==> src/rtl/ugli_pkg.sv <==
`timescale 1ns / 1ps
// ----------------------------------------------------------------------------
// ugli_pkg: shared types and codes of the grid lookup interpolator
// Holds mode and status codes, sequencer states and the arithmetic unit request.
// ----------------------------------------------------------------------------
package ugli_pkg;

    localparam int TABLE_DEPTH_DEF = 256;
    localparam int FRAC_BITS_DEF   = 16;

    localparam logic [1:0] MODE_CLEAR   = 2'd0;
    localparam logic [1:0] MODE_APPEND  = 2'd1;
    localparam logic [1:0] MODE_NEAREST = 2'd2;
    localparam logic [1:0] MODE_LINEAR  = 2'd3;

    localparam logic [1:0] STAT_OK      = 2'd0;
    localparam logic [1:0] STAT_RANGE   = 2'd1;
    localparam logic [1:0] STAT_FULL    = 2'd2;
    localparam logic [1:0] STAT_NOT_ASC = 2'd3;

    localparam logic CFG_STEP  = 1'b0;
    localparam logic CFG_RECIP = 1'b1;

    typedef enum logic [3:0] {
        ST_IDLE,
        ST_DECODE,
        ST_A_RD,
        ST_A_DIV,
        ST_A_MUL,
        ST_A_LOOP,
        ST_Q_BIN,
        ST_Q_RD1,
        ST_Q_RD2,
        ST_Q_RD3,
        ST_Q_X1,
        ST_Q_W,
        ST_Q_Y
    } state_t;

    typedef enum logic {
        OP_MUL,
        OP_DIV
    } mdu_op_t;

    typedef struct packed {
        logic    start;
        mdu_op_t op;
    } mdu_req_t;

endpackage

==> src/rtl/ugli_mdu.sv <==
`timescale 1ns / 1ps
// ----------------------------------------------------------------------------
// ugli_mdu: serial multiply / divide unit
// Shift-add multiply of a signed by an unsigned operand, one bit per cycle, and
// restoring division truncated toward zero, one quotient bit per cycle.
// ----------------------------------------------------------------------------
module ugli_mdu #(
    parameter int A_W = 50,
    parameter int B_W = 33
) (
    input  logic                     clk,
    input  logic                     rst_n,
    input  ugli_pkg::mdu_req_t       req,
    input  logic signed [A_W-1:0]    a,
    input  logic        [B_W-1:0]    b,
    output logic                     done,
    output logic signed [A_W+B_W-1:0] result
);

    localparam int P_W = A_W + B_W;
    localparam int C_W = $clog2(A_W + 1);

    logic              busy_reg, busy_next;
    logic              done_reg, done_next;
    ugli_pkg::mdu_op_t op_reg, op_next;
    logic [C_W-1:0]    cnt_reg, cnt_next;
    logic [P_W-1:0]    acc_reg, acc_next;
    logic [P_W-1:0]    mcand_reg, mcand_next;
    logic [B_W-1:0]    mplier_reg, mplier_next;
    logic [A_W-1:0]    num_reg, num_next;
    logic [B_W-1:0]    rem_reg, rem_next;
    logic [A_W-1:0]    quo_reg, quo_next;
    logic              neg_reg, neg_next;

    logic [B_W:0]      rem_sh;
    logic              fits;
    logic              last;
    logic [A_W-1:0]    quo_signed;

    assign rem_sh = {rem_reg, num_reg[A_W-1]};
    assign fits   = rem_sh >= {1'b0, mplier_reg};
    assign last   = (op_reg == ugli_pkg::OP_MUL) ? (cnt_reg == C_W'(B_W - 1))
                                                 : (cnt_reg == C_W'(A_W - 1));

    always_comb
    begin
        busy_next   = busy_reg;
        done_next   = 1'b0;
        op_next     = op_reg;
        cnt_next    = cnt_reg;
        acc_next    = acc_reg;
        mcand_next  = mcand_reg;
        mplier_next = mplier_reg;
        num_next    = num_reg;
        rem_next    = rem_reg;
        quo_next    = quo_reg;
        neg_next    = neg_reg;
        if (req.start)
        begin
            busy_next   = 1'b1;
            op_next     = req.op;
            cnt_next    = '0;
            acc_next    = '0;
            mcand_next  = P_W'(a);
            mplier_next = b;
            neg_next    = a[A_W-1];
            num_next    = a[A_W-1] ? A_W'(-a) : a;
            rem_next    = '0;
            quo_next    = '0;
        end
        else if (busy_reg)
        begin
            cnt_next = cnt_reg + 1'b1;
            if (op_reg == ugli_pkg::OP_MUL)
            begin
                acc_next    = (acc_reg << 1) + (mplier_reg[B_W-1] ? mcand_reg : '0);
                mplier_next = mplier_reg << 1;
            end
            else
            begin
                rem_next = fits ? B_W'(rem_sh - {1'b0, mplier_reg}) : rem_sh[B_W-1:0];
                quo_next = {quo_reg[A_W-2:0], fits};
                num_next = num_reg << 1;
            end
            if (last)
            begin
                busy_next = 1'b0;
                done_next = 1'b1;
            end
        end
    end

    always_ff @(posedge clk or negedge rst_n)
    begin
        if (!rst_n)
        begin
            busy_reg <= 1'b0;
            done_reg <= 1'b0;
        end
        else
        begin
            busy_reg <= busy_next;
            done_reg <= done_next;
        end
    end

    always_ff @(posedge clk)
    begin
        op_reg     <= op_next;
        cnt_reg    <= cnt_next;
        acc_reg    <= acc_next;
        mcand_reg  <= mcand_next;
        mplier_reg <= mplier_next;
        num_reg    <= num_next;
        rem_reg    <= rem_next;
        quo_reg    <= quo_next;
        neg_reg    <= neg_next;
    end

    assign quo_signed = neg_reg ? A_W'(-quo_reg) : quo_reg;
    assign done       = done_reg;
    assign result     = (op_reg == ugli_pkg::OP_MUL) ? $signed(acc_reg)
                                                     : P_W'($signed(quo_signed));

endmodule

==> config.mk <==
export PLATFORM = sky130hd
export DESIGN_NAME = ugli_mdu
export DESIGN_NICKNAME = d
export VERILOG_FILES = /design/src/rtl/ugli_pkg.sv /design/src/rtl/ugli_mdu.sv
export SDC_FILE = /design/constraint.sdc
export NUM_CORES = 1
export LEC_CHECK = 0
export BUFFER_PORTS_ARGS = -buffer_cell sky130_fd_sc_hd__buf_2
export CAP_MARGIN = 20
export CORE_ASPECT_RATIO = 1.5
export CORE_UTILIZATION = 61
export CTS_CLUSTER_DIAMETER = 30
export DETAILED_ROUTE_END_ITERATION = 10
export PLACE_DENSITY_LB_ADDON = 0.3
export SYNTH_ARGS = -nofsm -noshare
export SYNTH_HDL_FRONTEND = slang
export SYNTH_SLANG_ARGS = --single-unit
export TNS_END_PERCENT = 30
==> constraint.sdc <==
create_clock -name clk -period 4.8 [get_ports clk]
set_input_delay 0.96 -clock clk [delete_from_list [all_inputs] [get_ports clk]]
set_output_delay 0.96 -clock clk [all_outputs]
set_load 0.02 [all_outputs]
---- Word level (Yosys, flattened, before mapping) ----
Cells that the tools add are included.
operators by class
  $add $sub $neg .......................... 5
  magnitude comparators ................... 1
  equality and inequality tests ........... 3
  mux-type cells .......................... 18
  bitwise gates (word level) .............. 1
  reduce and logical (&&, ||, !) cells .... 6
operators by type and width
  kind                                                            count
  50-bit two-way mux                                              5
  83-bit two-way mux                                              2
  33-bit two-way mux                                              4
  50-bit negator                                                  2
  83-bit adder                                                    1
  34-bit by 33-bit greater-or-equal comparator with 1-bit output  1
  33-bit subtractor                                               1
  6-bit == test, second input constant                            2
  2-bit AND reduction                                             4
  1-bit two-way mux                                               7
  6-bit by 1-bit adder with 6-bit output, second input constant   1
  2-bit nonzero test                                              2
  2-bit != test, second input constant                            1
  1-bit inverter                                                  1
storage, ports and cells
  bits in registers ....................... 309
  word-level logic and storage cells ...... 45

---- Depth between registers and ports, before layout ----
Gate-level depths: netlist of the first run.
  depth after elaboration ................. 5
  mapped depth ............................ 19
  gate-level depth less buffers ........... 15

---- Worst setup path before layout of the first run ----
OpenSTA, ideal clock, no wires.
  path kind ............................... register to output
  start ................................... register quo_reg[8]
  end ..................................... output result[52]
  arrival ................................. 3.455 ns
  required time ........................... 3.840 ns
  path slack .............................. 0.385 ns
  stages on the path, launching flop included .. 12
  buffers on the path ..................... 1
  path through ............................ dfxtp_1 -> or4_1 -> or3_1 -> or4_1 -> or2_2 -> nand2b_1 -> nand2b_1 -> o31ai_1 -> xor2_1 -> nand2_1 -> buf_2 -> o21a_1
between the ends
  word-level cells in the longest chain between the ends .. 3
RTL lines
  what                      line             text
  start: declaration        ugli_mdu.sv:32   logic [A_W-1:0] quo_reg, quo_next;
  start signal: assignment  ugli_mdu.sv:116  quo_reg <= quo_next;
  50-bit negator            ugli_mdu.sv:120  assign quo_signed = neg_reg ? A_W'(-quo_reg) : quo_reg;
  50-bit two-way mux        ugli_mdu.sv:120
  83-bit two-way mux        ugli_mdu.sv:122  assign result = (op_reg == ugli_pkg::OP_MUL) ? $signed(acc_reg)
  end: declaration          ugli_mdu.sv:17   output logic signed [A_W+B_W-1:0] result
Every way passes these cells.

---- Worst setup path in the final report of the first run ----
  start ................................... register quo_reg[21]
  end ..................................... output result[49]
Same word-level chain as after synthesis.

==> results of run 1 <==
-- cell type report --
type                    count  area [um^2]
inverters                  76          285
clock buffers              56         1390
multi-input cells        1903        12300
flip-flops and latches    308         7530
repair buffers            219         1580
clock inverters            43          478
fillers                  2552         8750
diodes                      1         2.50
well taps                 415          519
-- layer usage --
| metal | part of all wire | wire length [um] | vias up | global-route usage |
|---|---|---|---|---|
| met2 | 0.49 | 29600 | 799 | 0.593 |
| li1 | - | - | 9090 | - |
| met3 | 0.072 | 4380 | 241 | 0.0885 |
| met1 | 0.38 | 23000 | 9042 | 0.400 |
| met5 | 0 | 0 | - | 0 |
| met4 | 0.059 | 3600 | 0 | 0.217 |
-- path summary, 6_finish.rpt --
kind / cells after the start / slack [ns] / start / to
max: 12 / -0.25 / quo_reg[21]$_SDFFE_PP0P_ / result[49]
min: 1 / 0.16 / rst_n / done$_DFF_PN0_
max reg2reg: 16 / 0.19 / mplier_reg[32]$_DFFE_PP_ / acc_reg[67]$_SDFFE_PP0P_
min reg2reg: 2 / 0.47 / acc_reg[13]$_SDFFE_PP0P_ / acc_reg[13]$_SDFFE_PP0P_
max in group asynchronous: 1 / 4.55 / rst_n / busy_reg$_DFF_PN0_
min in group clk: 2 / 0.47 / acc_reg[13]$_SDFFE_PP0P_ / acc_reg[13]$_SDFFE_PP0P_
-- synth_stat cells (11+ instances only) --
| cell | n | area share |
|---|---|---|
| a31oi_1 | 29 | 0.0088 |
| nor2b_1 | 15 | 0.0046 |
| buf_1 | 12 | 0.0022 |
| and2_1 | 58 | 0.018 |
| a211oi_1 | 12 | 0.0044 |
| mux2i_1 | 30 | 0.015 |
| ha_1 | 87 | 0.053 |
| nor4_1 | 16 | 0.0049 |
| o21bai_1 | 34 | 0.012 |
| edfxtp_1 | 134 | 0.20 |
| nor3_1 | 32 | 0.0078 |
| nand3_1 | 29 | 0.0071 |
| o21a_1 | 39 | 0.014 |
| nand4_1 | 29 | 0.0088 |
| a21o_1 | 57 | 0.021 |
| a22o_1 | 73 | 0.031 |
| nand2b_1 | 11 | 0.0034 |
| or2_2 | 12 | 0.0037 |
| inv_1 | 75 | 0.014 |
| nand2_1 | 257 | 0.047 |
| and3_1 | 15 | 0.0046 |
| dfxtp_1 | 172 | 0.17 |
| or4_1 | 16 | 0.0059 |
| o21ai_0 | 174 | 0.042 |
| o31ai_1 | 39 | 0.014 |
| a32oi_1 | 16 | 0.0068 |
| xor2_1 | 123 | 0.052 |
| nor2_1 | 200 | 0.037 |
| a21oi_1 | 271 | 0.066 |
| o41ai_1 | 14 | 0.0060 |
| xnor2_1 | 104 | 0.044 |
| clkbuf_1 | 150 | 0.027 |
| or3_1 | 25 | 0.0076 |
-- through the flow --
stage	worst slack (ns)	area [um^2]	hold WS, ns	power (mW)
2_1_floorplan	0.385	20500	0.448	5.00
5_1_grt	-0.340	24100	0.157	10.2
4_1_cts	-0.136	23900	0.157	9.71
3_5_place_dp	0.0684	21600	0.465	5.68
3_3_place_gp	0.136	21600	0.459	5.63
6_report	-0.249	24100	0.161	9.78
-- power by group --
part / internal, mW / switching, mW
Combinational: 1.03 / 1.57
Sequential: 3.01 / 0.235
Clock: 2.44 / 1.49
-- cell families after synthesis --
group	synth area share
compound gates	0.252
xor+xnor	0.0968
fa+ha+maj	0.0555
buf+inv	0.0445
flops	0.366
mux	0.0168
simple gates	0.169
-- critical path: stages, from the launching register on --
cell       delay, ns
dfxtp_4         0.35
or4_4           0.54
or3_4           0.40
or4_4           0.50
or2_4           0.25
nand2b_4        0.15
nand2b_4        0.17
o31ai_4         0.29
xor2_2          0.23
nand2_4         0.17
clkbuf_16       0.22
o21a_1          0.11
buf_6           0.13
-- repair_timing --
item                                    CTS  global route
gates resized for setup                  79            45
setup buffers                             8             6
gates cloned                              3             2
pin swaps                                 6            15
endpoints found under the setup margin   39            57
==> impl_metrics.env, run 1 <==
export IMPL_outcome="complete, but fails checks"
export IMPL_violations="negative setup slack"
export IMPL_mostFrequentLayoutCells="270 x a21oi_1, 255 x nand2_1, 196 x nor2_1, 172 x o21ai_0, 169 x dfxtp_1"
export IMPL_period_needed_ns=5.05
export IMPL_viasPerCell=6.35
export IMPL_row_count=81
export IMPL_syn_to_final_growth_pct=17.3
export IMPL_drive_gt1_frac=0.146
export IMPL_h_tree_depth=2
export IMPL_cts_buffer_depth=3
export IMPL_largest_reg_flops=83
export IMPL_dr_pass1_iters=5
export IMPL_drc=0
export IMPL_port_buffers=170
export IMPL_vias=19200
export IMPL_fmax_mhz=198
export IMPL_die_y_um=227
export IMPL_avgSynthCellArea_um2=8.37
export IMPL_start_util=0.625
export IMPL_hold_buffers=0
export IMPL_hold_violations=0
export IMPL_crit_type="flop to output pin"
export IMPL_critical_path_arrival_ns=4.09
export IMPL_rsz0062_at_grt="true"
export IMPL_setup_ws_ns=-0.249
export IMPL_die_x_um=152
export IMPL_placedCellCount=2904
export IMPL_synthDistinctLibCells=72
export IMPL_place_congestion=0.989
export IMPL_worst_pin_slew_ns=1.05
export IMPL_ys_ff_latch=308
export IMPL_clkLatencyLatePin_ns=0.58
export IMPL_slew_limit_headroom=0.299
export IMPL_yosysSeqAreaShare=0.366
export IMPL_period_share=1.05
export IMPL_fin_nets=2737
export IMPL_cts_buffers=53
export IMPL_powerDensity_mw_per_mm2=406
export IMPL_clock_root_buffer="clkbuf_16"
export IMPL_hold_class="primary input to asynchronous set/reset pin"
export IMPL_synth_ff_type="dfxtp_1"
export IMPL_report_final_slew_viol_count=0
export IMPL_synth_warnings=0
export IMPL_drtIter0Drc=1457
export IMPL_clock_sinks=308
export IMPL_synthCells=2453
export IMPL_crit_path_start_kind="flop"
export IMPL_antenna_found_initial=1
export IMPL_leakage_nw=10.1
export IMPL_postLayoutCoreUtil=0.733
export IMPL_syn_cell_area_mm2=0.0205
export IMPL_stdcell_count=3021
export IMPL_dieArea_mm2=0.0344
export IMPL_cts_tree="yes"
export IMPL_synth_fp_nets=2629
export IMPL_grt_pass1_wl_um=95900
export IMPL_ys_async_sr_fraction=0.00649
export IMPL_drv_cap=0
export IMPL_core_mm2=0.0328
export IMPL_skew_ns=0.0183
export IMPL_wirelength_um=60600
export IMPL_dpl_hpwl_um=41100
export IMPL_wl_per_cell_um=20.1
export IMPL_clk_pin_slew_ns=0.05
export IMPL_finalSetupViolCount=39
export IMPL_overflow=0
export IMPL_grt_start_max_net_pins=99
export IMPL_mostFrequentLayoutCell="a21oi_1"
export IMPL_io_pins=171
export IMPL_tns_ns=-8.00
export IMPL_grt_pass1_vias=18900
export IMPL_ir_drop_mv=0.354
export IMPL_final_antenna_net_count=0
export IMPL_cp_end_kind="output pin"
export IMPL_track_usage=0.354
export IMPL_worst_path_max_fanout=6
export IMPL_synth_edf_count=134
export IMPL_critPathRequiredTime_ns=3.84
Note: power is estimated with default switching activity, not from simulation.
==> run 2: changes to the inputs <==
- BUFFER_PORTS_ARGS: -buffer_cell sky130_fd_sc_hd__buf_2 -> unset
- CORE_UTILIZATION: 61 -> 59
- DONT_BUFFER_PORTS: unset -> 1
- clock period: 4.8 -> 4.5 ns (I/O delays scaled with it)
==> run 2 against run 1 <==
The run still ends with negative setup slack left. Global-route usage fell by 3.0 points. Clock skew rose by 0.015 ns. Critical endpoint is now result[73]. Total power rose by 3.5%. Combinational power fell by 2%. Hold slack improved by 0.23 ns. Final area fell by 3.6%. Count of clock-buffer cells in the layout rose by 3. Sequential power rose by 6.5%. Sequential cell count did not move.
==> impl_metrics.env, run 2 (synthesis results as in run 1) <==
export IMPL_outcome="complete, but fails checks"
export IMPL_violations="negative setup slack"
export IMPL_die_x_um=154
export IMPL_antenna_found_initial=1
export IMPL_critPathRequiredTime_ns=3.60
export IMPL_fin_nets=2590
export IMPL_period_needed_ns=4.79
export IMPL_dr_pass1_iters=6
export IMPL_power_mw=10.1
export IMPL_cp_top_family="simple AND/OR/NAND/NOR gates"
export IMPL_die_y_um=230
export IMPL_rsz0062_at_grt="true"
export IMPL_drtIter0Drc=1318
export IMPL_path_cells="or4_4 -> or3_4 -> or4_4 -> or2_4 -> nand2b_4 -> nand2b_4 -> o31ai_4 -> xor2_2 -> nand2_4 -> buf_12 -> o21a_1"
export IMPL_clk_pin_slew_ns=0.06
export IMPL_cts_tree="yes"
export IMPL_p_clk_frac=0.408
export IMPL_core_mm2=0.0343
export IMPL_place_area_mm2=0.0210
export IMPL_grt_start_max_net_pins=285
export IMPL_cp_end_kind="output pin"
export IMPL_final_antenna_net_count=0
export IMPL_hold_violations=0
export IMPL_overflow=0
export IMPL_fmax_mhz=209
export IMPL_skew_ns=0.0328
export IMPL_cpPeakStageDelay_ns=0.53
export IMPL_crit_slowest_cell="or4_4"
export IMPL_hold_class="primary input to flop"
export IMPL_postLayoutCoreUtil=0.678
export IMPL_drc=0
export IMPL_worst_path_max_fanout=17
export IMPL_syn_to_final_growth_pct=13.1
export IMPL_wl_per_cell_um=20.2
export IMPL_fillers=2783
export IMPL_clock_root_buffer="clkbuf_16"
export IMPL_start_util=0.599
export IMPL_internal_power_mw=6.75
export IMPL_setup_ws_ns=-0.286
export IMPL_p_sw_frac=0.333
export IMPL_h_tree_depth=2
export IMPL_grt_pass1_vias=17800
export IMPL_cts_buffers=54
export IMPL_seqPwrFrac=0.341
export IMPL_slew_limit_headroom=0.275
export IMPL_cts_buffer_depth=3
export IMPL_final_cell_area_mm2=0.0232
export IMPL_mostFrequentLayoutCells="268 x a21oi_1, 254 x nand2_1, 196 x nor2_1, 168 x dfxtp_1, 166 x o21ai_0"
export IMPL_period_share=1.06
export IMPL_drv_cap=0
export IMPL_report_final_slew_viol_count=0
export IMPL_port_buffers=0
export IMPL_crit_buf_inv=1
export IMPL_track_usage=0.324
export IMPL_clock_sinks=308
export IMPL_dieArea_mm2=0.0356
export IMPL_placedCellCount=2774
export IMPL_place_congestion=0.980
export IMPL_grt_pass1_wl_um=92000
export IMPL_p_comb_frac=0.251
export IMPL_row_count=83
export IMPL_critical_path_arrival_ns=3.89
export IMPL_mostFrequentLayoutCell="a21oi_1"
export IMPL_drive_gt1_frac=0.107
export IMPL_crit_path_start_kind="flop"
export IMPL_leakage_nw=9.46
export IMPL_vias=18500
export IMPL_ir_drop_mv=0.380
export IMPL_io_pins=171
export IMPL_finalSetupViolCount=40
export IMPL_wirelength_um=58300
export IMPL_dpl_hpwl_um=40600
export IMPL_largest_reg_flops=83
export IMPL_worst_pin_slew_ns=1.09
export IMPL_p_sw_mw=3.37
export IMPL_clkLatencyLatePin_ns=0.60
export IMPL_crit_type="flop to output pin"
export IMPL_stdcell_count=2886
export IMPL_powerDensity_mw_per_mm2=436
export IMPL_viasPerCell=6.40
==> run 2: changes by cell type in the layout (fill, tap and decap cells not counted), moves of 21 or more <==
cell	previous run	this run
buf_2	132	0
o21a_1	38	17
buf_6	35	3
o21a_2	0	21
buf_4	41	62
==> run 2: layout make-up <==
| class | count | area [um^2] | share of cell area |
|---|---|---|---|
| multi-input combinational | 1903 | 12400 | 0.535 |
| sequential | 308 | 7520 | 0.324 |
| clock buffer | 59 | 1400 | 0.0604 |
| timing repair buffer | 71 | 614 | 0.0265 |
| tap | 425 | 532 | 0.0229 |
| clock inverter | 43 | 447 | 0.0192 |
| inverter | 76 | 285 | 0.0123 |
| antenna | 1 | 2.50 | 0.000108 |
==> run 2: worst register-to-register path: stages (launching register included) <==
cell	delay, ns
edfxtp_1	0.51
and2_1	0.20
ha_1	0.35
a21o_1	0.19
a21oi_1	0.37
a2111oi_1	0.16
nor3b_1	0.64
o22a_1	0.32
a21o_1	0.24
o41ai_2	0.10
buf_4	0.17
a21oi_1	0.42
o21bai_1	0.15
xnor2_1	0.15
a211oi_1	0.24
==> run 2: path summary, 6_finish.rpt <==
| kind | slack (ns) | cells past startpoint | from | endpoint |
|---|---|---|---|---|
| min reg2reg | 0.47 | 2 | acc_reg[31]$_SDFFE_PP0P_ | acc_reg[31]$_SDFFE_PP0P_ |
| max | -0.29 | 11 | quo_reg[21]$_SDFFE_PP0P_ | result[73] |
| max reg2reg | 0.20 | 14 | mplier_reg[32]$_DFFE_PP_ | acc_reg[63]$_SDFFE_PP0P_ |
| min | 0.39 | 0 | a[30] | mcand_reg[30]$_DFFE_PP_ |
| max in group asynchronous | 3.79 | 1 | rst_n | busy_reg$_DFF_PN0_ |
| min in group asynchronous | 0.57 | 1 | rst_n | done$_DFF_PN0_ |
==> run 2: routing by layer <==
metal / vias up / wire length [um] / track usage
li1: 8803 / - / -
met1: 8696 / 23100 / 0.383
met2: 769 / 28300 / 0.550
met3: 209 / 3550 / 0.0561
met4: 0 / 3440 / 0.194
met5: - / 0 / 0
==> run 2: metrics by stage <==
step | hold WS (ns) | setup TNS [ns] | worst slack (ns)
6_report | 0.394 | -9.51 | -0.286
2_1_floorplan | 0.448 | 0 | 0.145
5_1_grt | 0.376 | -14.49 | -0.388
3_5_place_dp | 0.465 | 0 | 0.0588
3_3_place_gp | 0.459 | 0 | 0.147
4_1_cts | 0.00409 | -6.32 | -0.180
==> run 2: power by group through the flow <==
stage | clock network [mW] | registers, mW | logic, mW
finish | 4.13 | 3.45 | 2.55
global route | 4.29 | 3.48 | 2.78
CTS | 4.16 | 3.45 | 2.46
detailed placement | 0 | 3.50 | 2.41
global placement | 0 | 3.49 | 2.37
floorplan | 0 | 3.36 | 1.98
==> run 2: repair_timing <==
action,in CTS,in global routing
setup endpoints to repair,54,86
buffers inserted,1,2
gates cloned,0,3
hold endpoints to repair,0,2
hold buffers,0,1
resized for setup,44,36
pin swaps,9,1
